`src/rtl/wmts_pkg.sv`:
```
`timescale 1ns / 1ps
`default_nettype none

package wmts_pkg;

   // Register indexes on the configuration port.
   localparam logic [2:0] REG_DEBOUNCE_TICKS = 3'd0;
   localparam logic [2:0] REG_KICK_TICKS     = 3'd1;
   localparam logic [2:0] REG_KICK_DUTY      = 3'd2;
   localparam logic [2:0] REG_HOLD_DUTY      = 3'd3;
   localparam logic [2:0] REG_PWM_PERIOD     = 3'd4;

   localparam int CSR_ADDR_W = 3;
   localparam int CSR_DATA_W = 17;

   // Register reset values.
   localparam logic [15:0] RST_DEBOUNCE_TICKS = 16'd50;
   localparam logic [15:0] RST_KICK_TICKS     = 16'd200;
   localparam logic [6:0]  RST_KICK_DUTY      = 7'd50;
   localparam logic [6:0]  RST_HOLD_DUTY      = 7'd30;
   localparam logic [16:0] RST_PWM_PERIOD     = 17'd4200;

   // Motion codes.
   localparam logic [1:0] MOTION_IDLE = 2'd0;
   localparam logic [1:0] MOTION_UP   = 2'd1;
   localparam logic [1:0] MOTION_DOWN = 2'd2;

   // Duty is a percentage, clamped to full scale.
   localparam logic [6:0] DUTY_FULL = 7'd100;

   // Product of period and duty, below 2^24, and the reciprocal of 100
   // scaled by 2^30 (rounded up); exact for every product in range.
   localparam int          PROD_W      = 24;
   localparam int          RECIP_SHIFT = 30;
   localparam logic [23:0] RECIP_100   = 24'd10737419;

   typedef struct packed {
      logic [15:0] debounce_ticks;
      logic [15:0] kick_ticks;
      logic [6:0]  kick_duty;
      logic [6:0]  hold_duty;
      logic [16:0] pwm_period;
   } cfg_type;

   // Result of the control pass, before the compare value is scaled.
   typedef struct packed {
      logic [1:0]        motion;
      logic              press_accepted;
      logic              kick_active;
      logic [PROD_W-1:0] product;
   } stage_type;

endpackage

`default_nettype wire

```
`src/rtl/wmts_csr.sv`:
```
`timescale 1ns / 1ps
`default_nettype none

module wmts_csr import wmts_pkg::*; (
   input  wire logic                  clock,
   input  wire logic                  reset,
   input  wire logic                  csr_we,
   input  wire logic [CSR_ADDR_W-1:0] csr_addr,
   input  wire logic [CSR_DATA_W-1:0] csr_wdata,
   output cfg_type                    cfg
);

   cfg_type cfg_ff;

   // Register file; writes to unknown indexes are dropped.
   always_ff @(posedge clock) begin
      if (reset) begin
         cfg_ff.debounce_ticks <= RST_DEBOUNCE_TICKS;
         cfg_ff.kick_ticks     <= RST_KICK_TICKS;
         cfg_ff.kick_duty      <= RST_KICK_DUTY;
         cfg_ff.hold_duty      <= RST_HOLD_DUTY;
         cfg_ff.pwm_period     <= RST_PWM_PERIOD;
      end else if (csr_we) begin
         unique case (csr_addr)
            REG_DEBOUNCE_TICKS: cfg_ff.debounce_ticks <= csr_wdata[15:0];
            REG_KICK_TICKS:     cfg_ff.kick_ticks     <= csr_wdata[15:0];
            REG_KICK_DUTY:      cfg_ff.kick_duty      <= csr_wdata[6:0];
            REG_HOLD_DUTY:      cfg_ff.hold_duty      <= csr_wdata[6:0];
            REG_PWM_PERIOD:     cfg_ff.pwm_period     <= csr_wdata;
            default: ;
         endcase
      end
   end

   assign cfg = cfg_ff;

endmodule

`default_nettype wire

```
`src/rtl/wmts_ctrl.sv`:
```
`timescale 1ns / 1ps
`default_nettype none

module wmts_ctrl import wmts_pkg::*; #(
   parameter int COUNT_BITS = 16
) (
   input  wire logic    clock,
   input  wire logic    reset,
   input  wire logic    fire,
   input  wire logic    button_level,
   input  wire cfg_type cfg,
   output stage_type    stage
);

   // Counters saturate at 2^COUNT_BITS - 1, never beyond 16 bits.
   localparam int CNT_W = (COUNT_BITS < 16) ? COUNT_BITS : 16;
   localparam logic [CNT_W-1:0] CNT_MAX = {CNT_W{1'b1}};

   logic [1:0]       motion_ff, motion_in;
   logic             next_up_ff, next_up_in;
   logic             last_button_ff;
   logic [CNT_W-1:0] since_ff, since_in;
   logic [CNT_W-1:0] timer_ff, timer_in;
   logic             kicking_ff, kicking_in;
   stage_type        stage_ff, stage_in;

   logic [CNT_W-1:0] since_inc;
   logic             accepted;
   logic             started;
   logic [6:0]       duty_raw;
   logic [6:0]       duty;

   // Debounce, motion toggle and kick timing for one tick.
   always_comb begin
      since_inc  = (since_ff == CNT_MAX) ? since_ff : since_ff + 1'b1;
      accepted   = button_level && !last_button_ff &&
                   (16'(since_inc) >= cfg.debounce_ticks);
      since_in   = accepted ? '0 : since_inc;
      motion_in  = motion_ff;
      next_up_in = next_up_ff;
      kicking_in = kicking_ff;
      timer_in   = timer_ff;
      started    = 1'b0;

      if (accepted) begin
         if (motion_ff == MOTION_IDLE) begin
            motion_in  = next_up_ff ? MOTION_UP : MOTION_DOWN;
            kicking_in = 1'b1;
            timer_in   = '0;
            started    = 1'b1;
         end else begin
            motion_in  = MOTION_IDLE;
            next_up_in = !next_up_ff;
            kicking_in = 1'b0;
         end
      end

      // The start tick counts as elapsed zero.
      if (motion_in != MOTION_IDLE && kicking_in) begin
         if (!started) begin
            timer_in = (timer_ff == CNT_MAX) ? timer_ff : timer_ff + 1'b1;
         end
         if (16'(timer_in) >= cfg.kick_ticks) begin
            kicking_in = 1'b0;
         end
      end

      // Duty select and clamp; idle drives zero.
      duty_raw = kicking_in ? cfg.kick_duty : cfg.hold_duty;
      duty     = (duty_raw > DUTY_FULL) ? DUTY_FULL : duty_raw;
      if (motion_in == MOTION_IDLE) begin
         duty = '0;
      end

      stage_in.motion         = motion_in;
      stage_in.press_accepted = accepted;
      stage_in.kick_active    = (motion_in != MOTION_IDLE) && kicking_in;
      stage_in.product        = PROD_W'(cfg.pwm_period) * PROD_W'(duty);
   end

   // Control state.
   always_ff @(posedge clock) begin
      if (reset) begin
         motion_ff      <= MOTION_IDLE;
         next_up_ff     <= 1'b1;
         last_button_ff <= 1'b0;
         since_ff       <= '0;
         timer_ff       <= '0;
         kicking_ff     <= 1'b0;
      end else if (fire) begin
         motion_ff      <= motion_in;
         next_up_ff     <= next_up_in;
         last_button_ff <= button_level;
         since_ff       <= since_in;
         timer_ff       <= timer_in;
         kicking_ff     <= kicking_in;
      end
   end

   // Stage payload, loaded with each accepted item.
   always_ff @(posedge clock) begin
      if (fire) begin
         stage_ff <= stage_in;
      end
   end

   assign stage = stage_ff;

endmodule

`default_nettype wire

```
`src/rtl/wmts_scale.sv`:
```
`timescale 1ns / 1ps
`default_nettype none

module wmts_scale import wmts_pkg::*; (
   input  wire logic        clock,
   input  wire logic        reset,
   input  wire logic        stage_valid,
   input  wire stage_type   stage,
   output logic             take,
   output logic             rsp_tvalid,
   input  wire logic        rsp_tready,
   output logic [23:0]      rsp_tdata
);

   localparam int MUL_W = 2 * PROD_W;

   logic              valid_ff;
   logic [23:0]       data_ff, data_in;
   logic [MUL_W-1:0]  scaled;
   logic [16:0]       compare;

   // The result register can load when empty or being drained.
   assign take = !valid_ff || rsp_tready;

   // Divide the product by 100 through its reciprocal, then pack.
   always_comb begin
      scaled  = MUL_W'(stage.product) * MUL_W'(RECIP_100);
      compare = scaled[RECIP_SHIFT +: 17];
      data_in = {1'b0,
                 stage.kick_active,
                 stage.press_accepted,
                 stage.motion,
                 compare,
                 stage.motion == MOTION_DOWN,
                 stage.motion == MOTION_UP};
   end

   always_ff @(posedge clock) begin
      if (reset) begin
         valid_ff <= 1'b0;
      end else if (take) begin
         valid_ff <= stage_valid;
      end
   end

   always_ff @(posedge clock) begin
      if (take && stage_valid) begin
         data_ff <= data_in;
      end
   end

   assign rsp_tvalid = valid_ff;
   assign rsp_tdata  = data_ff;

endmodule

`default_nettype wire

```
`src/rtl/window_motor_toggle_soft_start.sv`:
```
// A tick is registered in the first stage, then in the result stage read on rsp_tdata.
// Throughput: one tick per cycle unless rsp_tready stalls; the control pass with the
// period-duty multiply fills one stage, the reciprocal divide by 100 the next.
// Reset (synchronous, active high) restores the register defaults, idles the
// motor with the next start going up, and empties both stages.
`timescale 1ns / 1ps
`default_nettype none

module window_motor_toggle_soft_start import wmts_pkg::*; #(
   parameter int COUNT_BITS = 16
) (
   input  wire logic                  clock,
   input  wire logic                  reset,
   input  wire logic                  req_tvalid,
   output logic                       req_tready,
   input  wire logic [7:0]            req_tdata,  // [0] button_level, [7:1] zero
   output logic                       rsp_tvalid,
   input  wire logic                  rsp_tready,
   // [0] drive_up, [1] drive_down, [18:2] pwm_compare, [20:19] motion_state,
   // [21] press_accepted, [22] kick_active, [23] zero
   output logic [23:0]                rsp_tdata,
   input  wire logic                  csr_we,
   input  wire logic [CSR_ADDR_W-1:0] csr_addr,
   input  wire logic [CSR_DATA_W-1:0] csr_wdata
);

   cfg_type   cfg;
   stage_type stage;
   logic      stage_valid_ff;
   logic      take;
   logic      fire;

   // The first stage moves on when it is empty or the result stage takes it.
   assign req_tready = !stage_valid_ff || take;
   assign fire       = req_tvalid && req_tready;

   always_ff @(posedge clock) begin
      if (reset) begin
         stage_valid_ff <= 1'b0;
      end else if (req_tready) begin
         stage_valid_ff <= req_tvalid;
      end
   end

   wmts_csr u_csr (
      .clock     (clock),
      .reset     (reset),
      .csr_we    (csr_we),
      .csr_addr  (csr_addr),
      .csr_wdata (csr_wdata),
      .cfg       (cfg)
   );

   wmts_ctrl #(
      .COUNT_BITS (COUNT_BITS)
   ) u_ctrl (
      .clock        (clock),
      .reset        (reset),
      .fire         (fire),
      .button_level (req_tdata[0]),
      .cfg          (cfg),
      .stage        (stage)
   );

   wmts_scale u_scale (
      .clock       (clock),
      .reset       (reset),
      .stage_valid (stage_valid_ff),
      .stage       (stage),
      .take        (take),
      .rsp_tvalid  (rsp_tvalid),
      .rsp_tready  (rsp_tready),
      .rsp_tdata   (rsp_tdata)
   );

   // A full first stage reaches the output when the result stage can take it.
   assert property (@(posedge clock) disable iff (reset)
      stage_valid_ff && take |=> rsp_tvalid)
      else $error("stage item lost on its way to the output");

   // Kick duty is only reported while the motor moves.
   assert property (@(posedge clock) disable iff (reset)
      rsp_tvalid && rsp_tdata[22] |-> rsp_tdata[20:19] != MOTION_IDLE)
      else $error("kick active while idle");

   // An idle motor drives nothing.
   assert property (@(posedge clock) disable iff (reset)
      rsp_tvalid && rsp_tdata[20:19] == MOTION_IDLE |->
         rsp_tdata[18:2] == 17'd0 && rsp_tdata[1:0] == 2'b00)
      else $error("idle result drives the bridge");

   // The direction bits follow the motion code.
   assert property (@(posedge clock) disable iff (reset)
      rsp_tvalid |-> rsp_tdata[0] == (rsp_tdata[20:19] == MOTION_UP) &&
                     rsp_tdata[1] == (rsp_tdata[20:19] == MOTION_DOWN))
      else $error("drive bits disagree with motion state");

endmodule

`default_nettype wire

```
`config.mk`:
```
export PLATFORM = sky130hd
export DESIGN_NAME = window_motor_toggle_soft_start
export DESIGN_NICKNAME = d
export VERILOG_FILES = /design/src/rtl/wmts_pkg.sv /design/src/rtl/wmts_csr.sv /design/src/rtl/wmts_ctrl.sv /design/src/rtl/wmts_scale.sv /design/src/rtl/window_motor_toggle_soft_start.sv
export SDC_FILE = /design/constraint.sdc
export NUM_CORES = 1
export LEC_CHECK = 0
export ABC_AREA = 0
export BUFFER_PORTS_ARGS = -buffer_cell sky130_fd_sc_hd__buf_4
export CORE_MARGIN = 2
export CORE_UTILIZATION = 62
export CTS_BUF_LIST = sky130_fd_sc_hd__clkbuf_4
export DETAILED_ROUTE_END_ITERATION = 6
export PLACE_DENSITY = 0.79
export SYNTH_ARGS = -nofsm -noshare
export SYNTH_HDL_FRONTEND = slang
export SYNTH_SLANG_ARGS = --single-unit
```
`constraint.sdc`:
```
create_clock -name clock -period 17.8 [get_ports clock]
set_clock_uncertainty 0.1 [all_clocks]
set_input_delay 1.78 -clock clock [delete_from_list [all_inputs] [get_ports clock]]
set_output_delay 1.78 -clock clock [all_outputs]
set_load 0.1 [all_outputs]
```
* Word-level counts from Yosys, hierarchy flattened *
Cells that the tools add are included.

storage, ports and cells
  bits in registers = 153
  bits of input ports = 33

cells by class
  add/sub/neg operators = 2
  $mul = 2
  order comparisons = 3
  equal/unequal tests = 8
  muxes and demuxes = 19
  bitwise operators = 1
  reductions and logical operators = 22

operators by type and width
  cell                    count
  $mux 16                 8
  $mul 24x24->47 const B  1
  $add 16x1->16 const B   2
  $eq 16x16->1 const B    2
  $ge 16x16->1            2
  $mul 17x7->24           1
  $mux 7                  3
  $reduce_and 2->1        5
  $gt 7x7->1 const B      1
  $eq 3x2->1 const B      2
  $logic_and 1x1->1       6
  $mux 2                  3
  $mux 1                  5
  $logic_not 1->1         4
  $logic_not 2->1         2
  $eq 3x1->1 const B      1
  $eq 3x3->1 const B      1
  $logic_not 3->1         1
  $reduce_and 3->1        1
  $eq 2x1->1 const B      1
  $eq 2x2->1 const B      1
  $logic_or 1x1->1        2
  $reduce_bool 2->1       1
  $not 1->1               1

* Depth between registers and ports, before layout *
Gate-level depths: netlist (run 1).

  depth in word-level cells = 16
  gate-level depth with buffers = 49

* Modules after synthesis *
From an unflattened synthesis (run 1), not the netlist that was laid out.

unflattened totals
  cell total of the unflattened synthesis = 2263
  area, all modules = 22063.7 µm²

by module, submodules not included
  module                          times used  cells an instance  area each (µm²)
  wmts_scale                      1           1100               11330.9
  wmts_ctrl                       1           919                8122.8
  wmts_csr                        1           239                2555.0
  window_motor_toggle_soft_start  1           5                  55.1

* Least setup slack after synthesis (run 1) *
OpenSTA, ideal clock, no wires.

  kind = register to register
  from = register u_ctrl.since_ff[5]
  to = register u_ctrl.stage_ff (netlist bit u_ctrl.stage[20]), data pin
  arrival = 10.053 ns
  required time = 17.442 ns
  setup slack = 7.389 ns
  stages on the path, launching flop included = 45
  buffers on the path = 3
  period minus slack after synthesis = 10.411 ns
  cell sequence = dfxtp_1 > and4_1 > and3_1 > nand3_1 > nor3_1 > or2_2 > nor3_1 > xor2_1 > ha_1 > a21o_1 > a21o_1 > a21o_1 > o2111ai_1 > o21ai_1 > o211ai_2 > a21oi_1 > clkbuf_1 > buf_1 > [9 not listed] > a21oi_1 > clkbuf_1 > nor3_1 > fa_1 > fa_1 > fa_1 > inv_1 > fa_1 > inv_1 > ha_1 > a21o_1 > a21oi_1 > o211ai_1 > and3_1 > o41a_1 > a41oi_1 > nor2b_1 > xnor2_1

RTL lines
  what                      RTL line          RTL
  start: declaration        wmts_ctrl.sv:22   logic [CNT_W-1:0] since_ff, since_in;
  start signal: assignment  wmts_ctrl.sv:94   since_ff <= since_in;
  end signal: assignment    wmts_ctrl.sv:103  stage_ff <= stage_in;
  end: declaration          wmts_ctrl.sv:25   stage_type stage_ff, stage_in;

==> results of run 1 <==
[per-layer routing]
metal  vias to the layer above  wire length (um)  global-route usage [%]
met5                         -                 0                       0
met4                         0              1757                   10.08
met3                       129              3009                   5.390
met2                       524             24690                   51.22
met1                      7659             20190                   37.14
li1                       7299                 -                       -
[sequential cells by signal, summed over array words and instances (netlist names), 2 cells and up]
register and cells:
u_ctrl.motion_ff 2, u_csr.cfg 63, u_ctrl.timer_ff 16, u_ctrl.stage 28
u_ctrl.since_ff 16, u_scale.rsp_tdata 23
[synthesized netlist by cell type, types with 18 or more instances]
cell,count,area (um2)
sky130_fd_sc_hd__a21o_1,31,232.7
sky130_fd_sc_hd__a21oi_1,139,695.7
sky130_fd_sc_hd__and3_1,18,112.6
sky130_fd_sc_hd__clkbuf_1,37,138.9
sky130_fd_sc_hd__dfxtp_1,102,2042
sky130_fd_sc_hd__edfxtp_1,51,1531
sky130_fd_sc_hd__fa_1,298,5966
sky130_fd_sc_hd__ha_1,350,4379
sky130_fd_sc_hd__inv_1,405,1520
sky130_fd_sc_hd__nand2_1,178,668.1
sky130_fd_sc_hd__nand3_1,71,355.3
sky130_fd_sc_hd__nand4_1,18,112.6
sky130_fd_sc_hd__nor2_1,77,289.0
sky130_fd_sc_hd__nor3_1,75,375.4
sky130_fd_sc_hd__o21ai_0,26,130.1
sky130_fd_sc_hd__or3_1,27,168.9
sky130_fd_sc_hd__xnor2_1,41,359.1
sky130_fd_sc_hd__xor2_1,18,157.7
[cell type report]
| cell class | instances | share of cell area (%) |
|---|---|---|
| inverters | 406 | 6.906 |
| clock buffers | 18 | 0.6123 |
| flip-flops and latches | 153 | 16.19 |
| repair buffers | 60 | 2.041 |
| diodes | 1 | 0.01134 |
| multi-input cells | 1561 | 70.94 |
| well taps | 448 | 2.540 |
| clock inverters | 14 | 0.7597 |
[through the flow]
step / util, % / worst slack [ns] / cell area, um2 / cells
4_1_cts: 65.97 / 5.979 / 22070 / 2660
2_1_floorplan: - / 7.390 / 21010 / 2178
5_1_grt: 65.98 / 5.095 / 22070 / 2661
3_3_place_gp: 65.07 / 6.236 / 21760 / 2628
6_report: 65.98 / 5.878 / 22070 / 2661
3_5_place_dp: 65.07 / 6.009 / 21760 / 2628
[cell usage in the layout (no fill, tap or decap), types with 9 or more instances in the layout]
| cell type | count |
|---|---|
| sky130_fd_sc_hd__a211oi_1 | 10 |
| sky130_fd_sc_hd__a21o_1 | 31 |
| sky130_fd_sc_hd__nor2b_1 | 9 |
| sky130_fd_sc_hd__xor2_1 | 18 |
| sky130_fd_sc_hd__o21a_1 | 14 |
| sky130_fd_sc_hd__inv_1 | 405 |
| sky130_fd_sc_hd__dfxtp_1 | 102 |
| sky130_fd_sc_hd__nor2_1 | 77 |
| sky130_fd_sc_hd__nand2_1 | 178 |
| sky130_fd_sc_hd__ha_1 | 350 |
| sky130_fd_sc_hd__and3_1 | 18 |
| sky130_fd_sc_hd__clkbuf_4 | 18 |
| sky130_fd_sc_hd__nand3_1 | 71 |
| sky130_fd_sc_hd__a21oi_1 | 139 |
| sky130_fd_sc_hd__nand4_1 | 18 |
| sky130_fd_sc_hd__buf_4 | 60 |
| sky130_fd_sc_hd__a31oi_1 | 9 |
| sky130_fd_sc_hd__xnor2_1 | 41 |
| sky130_fd_sc_hd__edfxtp_1 | 51 |
| sky130_fd_sc_hd__mux2i_1 | 9 |
| sky130_fd_sc_hd__or3_1 | 27 |
| sky130_fd_sc_hd__and2_1 | 9 |
| sky130_fd_sc_hd__fa_1 | 298 |
| sky130_fd_sc_hd__o21ai_0 | 26 |
| sky130_fd_sc_hd__o211ai_1 | 14 |
| sky130_fd_sc_hd__nor3_1 | 75 |
[cells by family (layout without fill, tap and decap cells)]
group	Yosys count	count (layout)	share of synthesized area (%)
AND/OR/NAND/NOR	513	513	11.50
buffers and inverters	464	498	8.492
flip-flops	153	153	17.01
XOR/XNOR	59	59	2.459
multiplexers	10	10	0.4824
AO/OA/AOI/OAI	330	330	10.80
other	1	2	0.01785
adder cells (fa/ha/maj)	648	648	49.24
[worst max-delay path: cells and delay by family, from the launching register on]
kind / cells / cell delay (ns)
xor+xnor: 2 / 0.34
compound gates: 17 / 5.02
simple gates: 11 / 2.55
fa+ha+maj: 7 / 2.89
flops: 1 / 0.42
buf+inv: 3 / 0.31
[final timing paths]
kind | from | end | slack, ns | depth (start not counted)
setup / recovery | u_ctrl.since_ff[5] | u_ctrl.stage[20] | 5.88 | 40
hold / removal | u_ctrl.stage[25] | u_scale.rsp_tdata[21] | 0.34 | 0
setup reg to reg | u_ctrl.since_ff[5] | u_ctrl.stage[20] | 5.88 | 40
hold reg to reg | u_ctrl.stage[25] | u_scale.rsp_tdata[21] | 0.34 | 0
==> results.env, run 1 <==
HOLD_PATH_CLASS='reg2reg'
ASYNC_S_R_FF_SHARE_SYNTH_PCT=0
POST_CTS_RESIZE_COUNT=0
VIAS=15610
WORST-ENDPOINT-REQUIRED_NS=18.10
DETAILEDPLACEMENTHPWL_UM=40100
CTS_HOLD_REPAIR.BUFFERS=0
ROUTE.DETAILED.VIAS_PER_INST=5.867
SYNTH_ENABLE_FLOP_CELLS=51
INITIAL_CORE_UTILIZATION_PCT=62.81
NFILLCELLS=2630
SETUP_TOTAL_NEGATIVE_SLACK_NS=0
TIMING.FINAL.MAX_SLEW_VIOLATIONS=0
CRIT_ARRIVAL_NS=12.22
ENDPOINT_KIND='register'
AREA_USED_BY_MULTI_INPUT_COMBINATIONAL_LOGIC_UM2=15660
SLOWEST_STAGE='sky130_fd_sc_hd__o22ai_2'
TOTAL_DRC_ERRORS_IN_THE_ROUTED_LAYOUT=0
DIE_HEIGHT_UM=188.1
SYNTH_SEQ_CELLS=153
PLACEMENT_ROWS=67
GRT_USAGE_PCT=29.52
AREA.SEQUENTIAL_UM2=3573
SYNTHTOLAYOUTAREAGROWTH_PCT=5.038
POST_CTS.REPAIR.SETUP_BUFFERS=0
CPPEAKSTAGEDELAY_NS=0.78
COREAREA_UM2=33450
ROUTABILITYCONGESTION=0.9124
WORST_HOLD_SLACK_NS=0.3423
NUMBER_OF_GLOBAL_ROUTE_VIAS_BEFORE_REPAIR=16520
GRT_SETUP_UNREPAIRED='false'
YS.FLOP_TYPE='sky130_fd_sc_hd__dfxtp_1'
WORST_SETUP_PATH_START_KIND='register'
NETLIST_INSTANCES=2178
SYNTHESIS.AREA_PER_INSTANCE_UM2=9.647
PERIOD_SHARE_PCT=66.98
DRT_PASS1_ITERATIONS=7
WORST-PATH-MAX-FANOUT=24
ROUTED_WL_UM=49650
FP.DIEAREA_UM2=35380
STATUS='complete, no violations'
FMAXACHIEVABLE_MHz=83.88
GRT_ANTENNA_BEFORE_REPAIR=1
NUMCLOCKSINKS=153
GRT_PASS1_WL_UM=82290
SLEW-LIMIT-HEADROOM_PCT=24.45
PORT-BUFFER-COUNT=50
TIMING.MAX_CAP.VIOLATIONS=0
YOSYS_WARNINGS=0
CTS_TREE='yes'
MAX_SLEW.WORST_PIN.SLEW_NS=1.128
WORSTSETUPPATHTYPE='reg2reg'
POST_SYNTH_NUM_CELL_TYPES=76
DRT_ITER0_MARKERS=1135
SYNTH_AREA_UM2=21010
CTS.ROOT.BUFFER_CELL='sky130_fd_sc_hd__clkbuf_4'
WL_PER_CELL_UM=18.66
GRT_REMAINING_OVERFLOW=0
HOLD_VIOL_FINAL=0
SETUP_VIOLATIONS=0
CTS.HTREE.LEVELS=4
FINAL_NETS=2880
IOPINCOUNT=59
DRIVE_GT1_SHARE_PCT=5.380
GRT_MAX_DEGREE=48
CHIPWIDTH_UM=188.1
SYNTHESIS.NETS=2859
YS_SEQ_AREA_SHARE_PCT=17.01
CTS_INSERTED_BUFFERS=17
INSERTION_DELAY_NS=0.63
WORST_SETUP_HOLD_PATH_CLK_SLEW_NS=0.15
ANTENNA_LEFT=0
CTSLONGESTPATHBUFFERS=2
FIN_CRIT_NS=11.92
Power of run 1 is left out: the tool's default activity adds up to more than one toggle a clock period on the data nets, which glitch-free logic cannot reach.
==> run 2, diff against run 1 <==
- clock period: 17.8 -> 11 ns (I/O delays scaled with it)
==> run 2 against run 1 <==
Against the previous run:
- via count grew 0.13%
- final area grew 1.5%
- critical endpoint unchanged
- global-route usage shrank 0.57 points
- clock-buffer cell count shrank 1
- hold slack gained 0.0080 ns
- flip-flop and latch count is the same
- cell count grew 0.79%
- register-to-register slack lost 5.4 ns
- setup slack lost 5.4 ns
==> results.env, run 2 (synthesis gave the netlist of run 1 again) <==
ANTENNA_LEFT=0  # unchanged
PLACED_CELLS=2644  # +0.61%
SLEW-LIMIT-HEADROOM_PCT=20.04  # -4.4 points
FP.DIEAREA_UM2=35380  # unchanged
ROUTE.DETAILED.VIAS_PER_INST=5.828  # -0.66%
TOTAL_DRC_ERRORS_IN_THE_ROUTED_LAYOUT=0  # unchanged
WORST_SETUP_PATH_START_KIND='register'
ENDPOINT_KIND='register'
CRIT_ARRIVAL_NS=10.89  # -1.33 ns
INSERTION_DELAY_NS=0.65  # +0.02 ns
WORSTSETUPPATHTYPE='reg2reg'
GRT_REMAINING_OVERFLOW=0  # unchanged
TIMING.FINAL.MAX_SLEW_VIOLATIONS=0  # unchanged
DRT_PASS1_ITERATIONS=5  # -2
PLACEMENT.SETUP.WORST_SLACK_NS=0.2672  # -5.741 ns
NUMCLOCKSINKS=153  # unchanged
GRT_PASS1_WL_UM=81360  # -1.1%
DRT_ITER0_MARKERS=1128  # -0.62%
ROUTED_WL_UM=49360  # -0.59%
DETAILEDPLACEMENTHPWL_UM=39850  # -0.61%
CTSLONGESTPATHBUFFERS=2  # unchanged
GRT_USAGE_PCT=28.95  # -0.57 points
MAX_SLEW.WORST_PIN.SLEW_NS=1.195  # +0.06682 ns
CTS.ROOT.BUFFER_CELL='sky130_fd_sc_hd__clkbuf_4'
VIAS=15630  # +0.13%
SYNTHTOLAYOUTAREAGROWTH_PCT=6.616
COREAREA_UM2=33450  # unchanged
WORST-PATH-MAX-FANOUT=15  # -38%
LAYOUT.CELLS.NON_FILLER=2682  # +0.79%
STATUS='complete, no violations'
ROUTABILITYCONGESTION=0.9467  # +3.8%
IOPINCOUNT=59  # unchanged
DIE_HEIGHT_UM=188.1  # unchanged
FINAL_NETS=2901  # +0.73%
GRT_ANTENNA_BEFORE_REPAIR=1  # unchanged
FMAXACHIEVABLE_MHz=94.73  # +13%
INITIAL_CORE_UTILIZATION_PCT=62.81  # unchanged
PATH_COMMON_CELL='sky130_fd_sc_hd__a21o_1'
LAYOUT_COMMONEST_CELL='sky130_fd_sc_hd__inv_1'
MOSTFREQUENTLAYOUTCELLS='sky130_fd_sc_hd__inv_1 (405), sky130_fd_sc_hd__ha_1 (350), sky130_fd_sc_hd__fa_1 (298), sky130_fd_sc_hd__nand2_1 (178), sky130_fd_sc_hd__a21oi_1 (137)'
CPPEAKSTAGEDELAY_NS=0.56  # -0.22 ns
PORT-BUFFER-COUNT=50  # unchanged
SLOWEST_STAGE='sky130_fd_sc_hd__fa_1'
SETUP_TOTAL_NEGATIVE_SLACK_NS=0  # unchanged
CTS.HTREE.LEVELS=4  # unchanged
CTS_TREE='yes'
DRIVE_GT1_SHARE_PCT=7.255  # +1.9 points
LARGEST_REGISTER_FFS=63  # unchanged
WL_PER_CELL_UM=18.40  # -1.4%
SETUP_VIOLATIONS=0  # unchanged
NUMBER_OF_GLOBAL_ROUTE_VIAS_BEFORE_REPAIR=16420  # -0.64%
PLACEMENT_ROWS=67  # unchanged
FIN_CRIT_NS=10.56  # -1.366 ns
PERIOD_SHARE_PCT=95.97  # +29 points
GRT_MAX_DEGREE=52  # +8.3%
HOLD_PATH_CLASS='reg2reg'
TIMING.MAX_CAP.VIOLATIONS=0  # unchanged
CTS_HOLD_REPAIR.BUFFERS=0  # unchanged
WORST_CASE_SETUP_MARGIN_IN_THE_FINAL_LAYOUT_NS=0.4438  # -5.434 ns
CTS_INSERTED_BUFFERS=17  # unchanged
WORST_SETUP_HOLD_PATH_CLK_SLEW_NS=0.18  # +0.03 ns
HOLD_VIOL_FINAL=0  # unchanged
WORST-ENDPOINT-REQUIRED_NS=11.33  # -6.77 ns
CHIPWIDTH_UM=188.1  # unchanged
run 2: timing repair:
item	CTS	global route
buffers inserted	0	5
resized for setup	0	23
endpoints found under the setup margin	0	8
endpoints found under the hold margin	0	0
run 2: cell type report:
type	instances	area [um2]
clock inverter	15	195.2
timing repair buffer	81	645.6
multi-input combinational	1561	15770
tap	448	560.5
fill	2607	11050
clock buffer	17	127.6
inverter	406	1524
antenna	1	2.502
sequential	153	3573
run 2: per-layer routing:
layer  GRT usage, %  vias up  share of wire (%)
li1               -     7321                  -
met1          36.64     7686                 41
met2          50.58      510                 50
met3          4.754      114                5.3
met4          9.479        0                3.2
met5              0        -                  0
run 2: path summary, 6_finish.rpt:
path                           start                     to  slack, ns  cells past startpoint
setup / recovery  u_ctrl.since_ff[5]       u_ctrl.stage[20]       0.44                     43
hold / removal      u_ctrl.stage[24]  u_scale.rsp_tdata[22]       0.35                      0
setup reg to reg  u_ctrl.since_ff[5]       u_ctrl.stage[20]       0.44                     43
hold reg to reg     u_ctrl.stage[24]  u_scale.rsp_tdata[22]       0.35                      0
run 2: stage by stage:
| stage | hold WS (ns) | utilization, % | instance area, um2 |
|---|---|---|---|
| detailed placement | 0.3110 | 65.46 | 21900 |
| CTS | 0.3509 | 66.43 | 22220 |
| global placement | 0.3042 | 65.46 | 21900 |
| finish | 0.3503 | 66.97 | 22400 |
| global route | 0.3717 | 66.97 | 22400 |
| floorplan | 0.3003 | - | 21010 |
run 2: critical path: cells and delay by family, from the launching register on:
kind | cells | cell delay, ns
XOR/XNOR | 2 | 0.32
AO/OA/AOI/OAI | 17 | 3.38
adder cells (fa/ha/maj) | 7 | 2.74
flip-flops | 1 | 0.37
AND/OR/NAND/NOR | 13 | 3.08
buffers and inverters | 4 | 0.36
Power of run 2 is left out for the same reason.
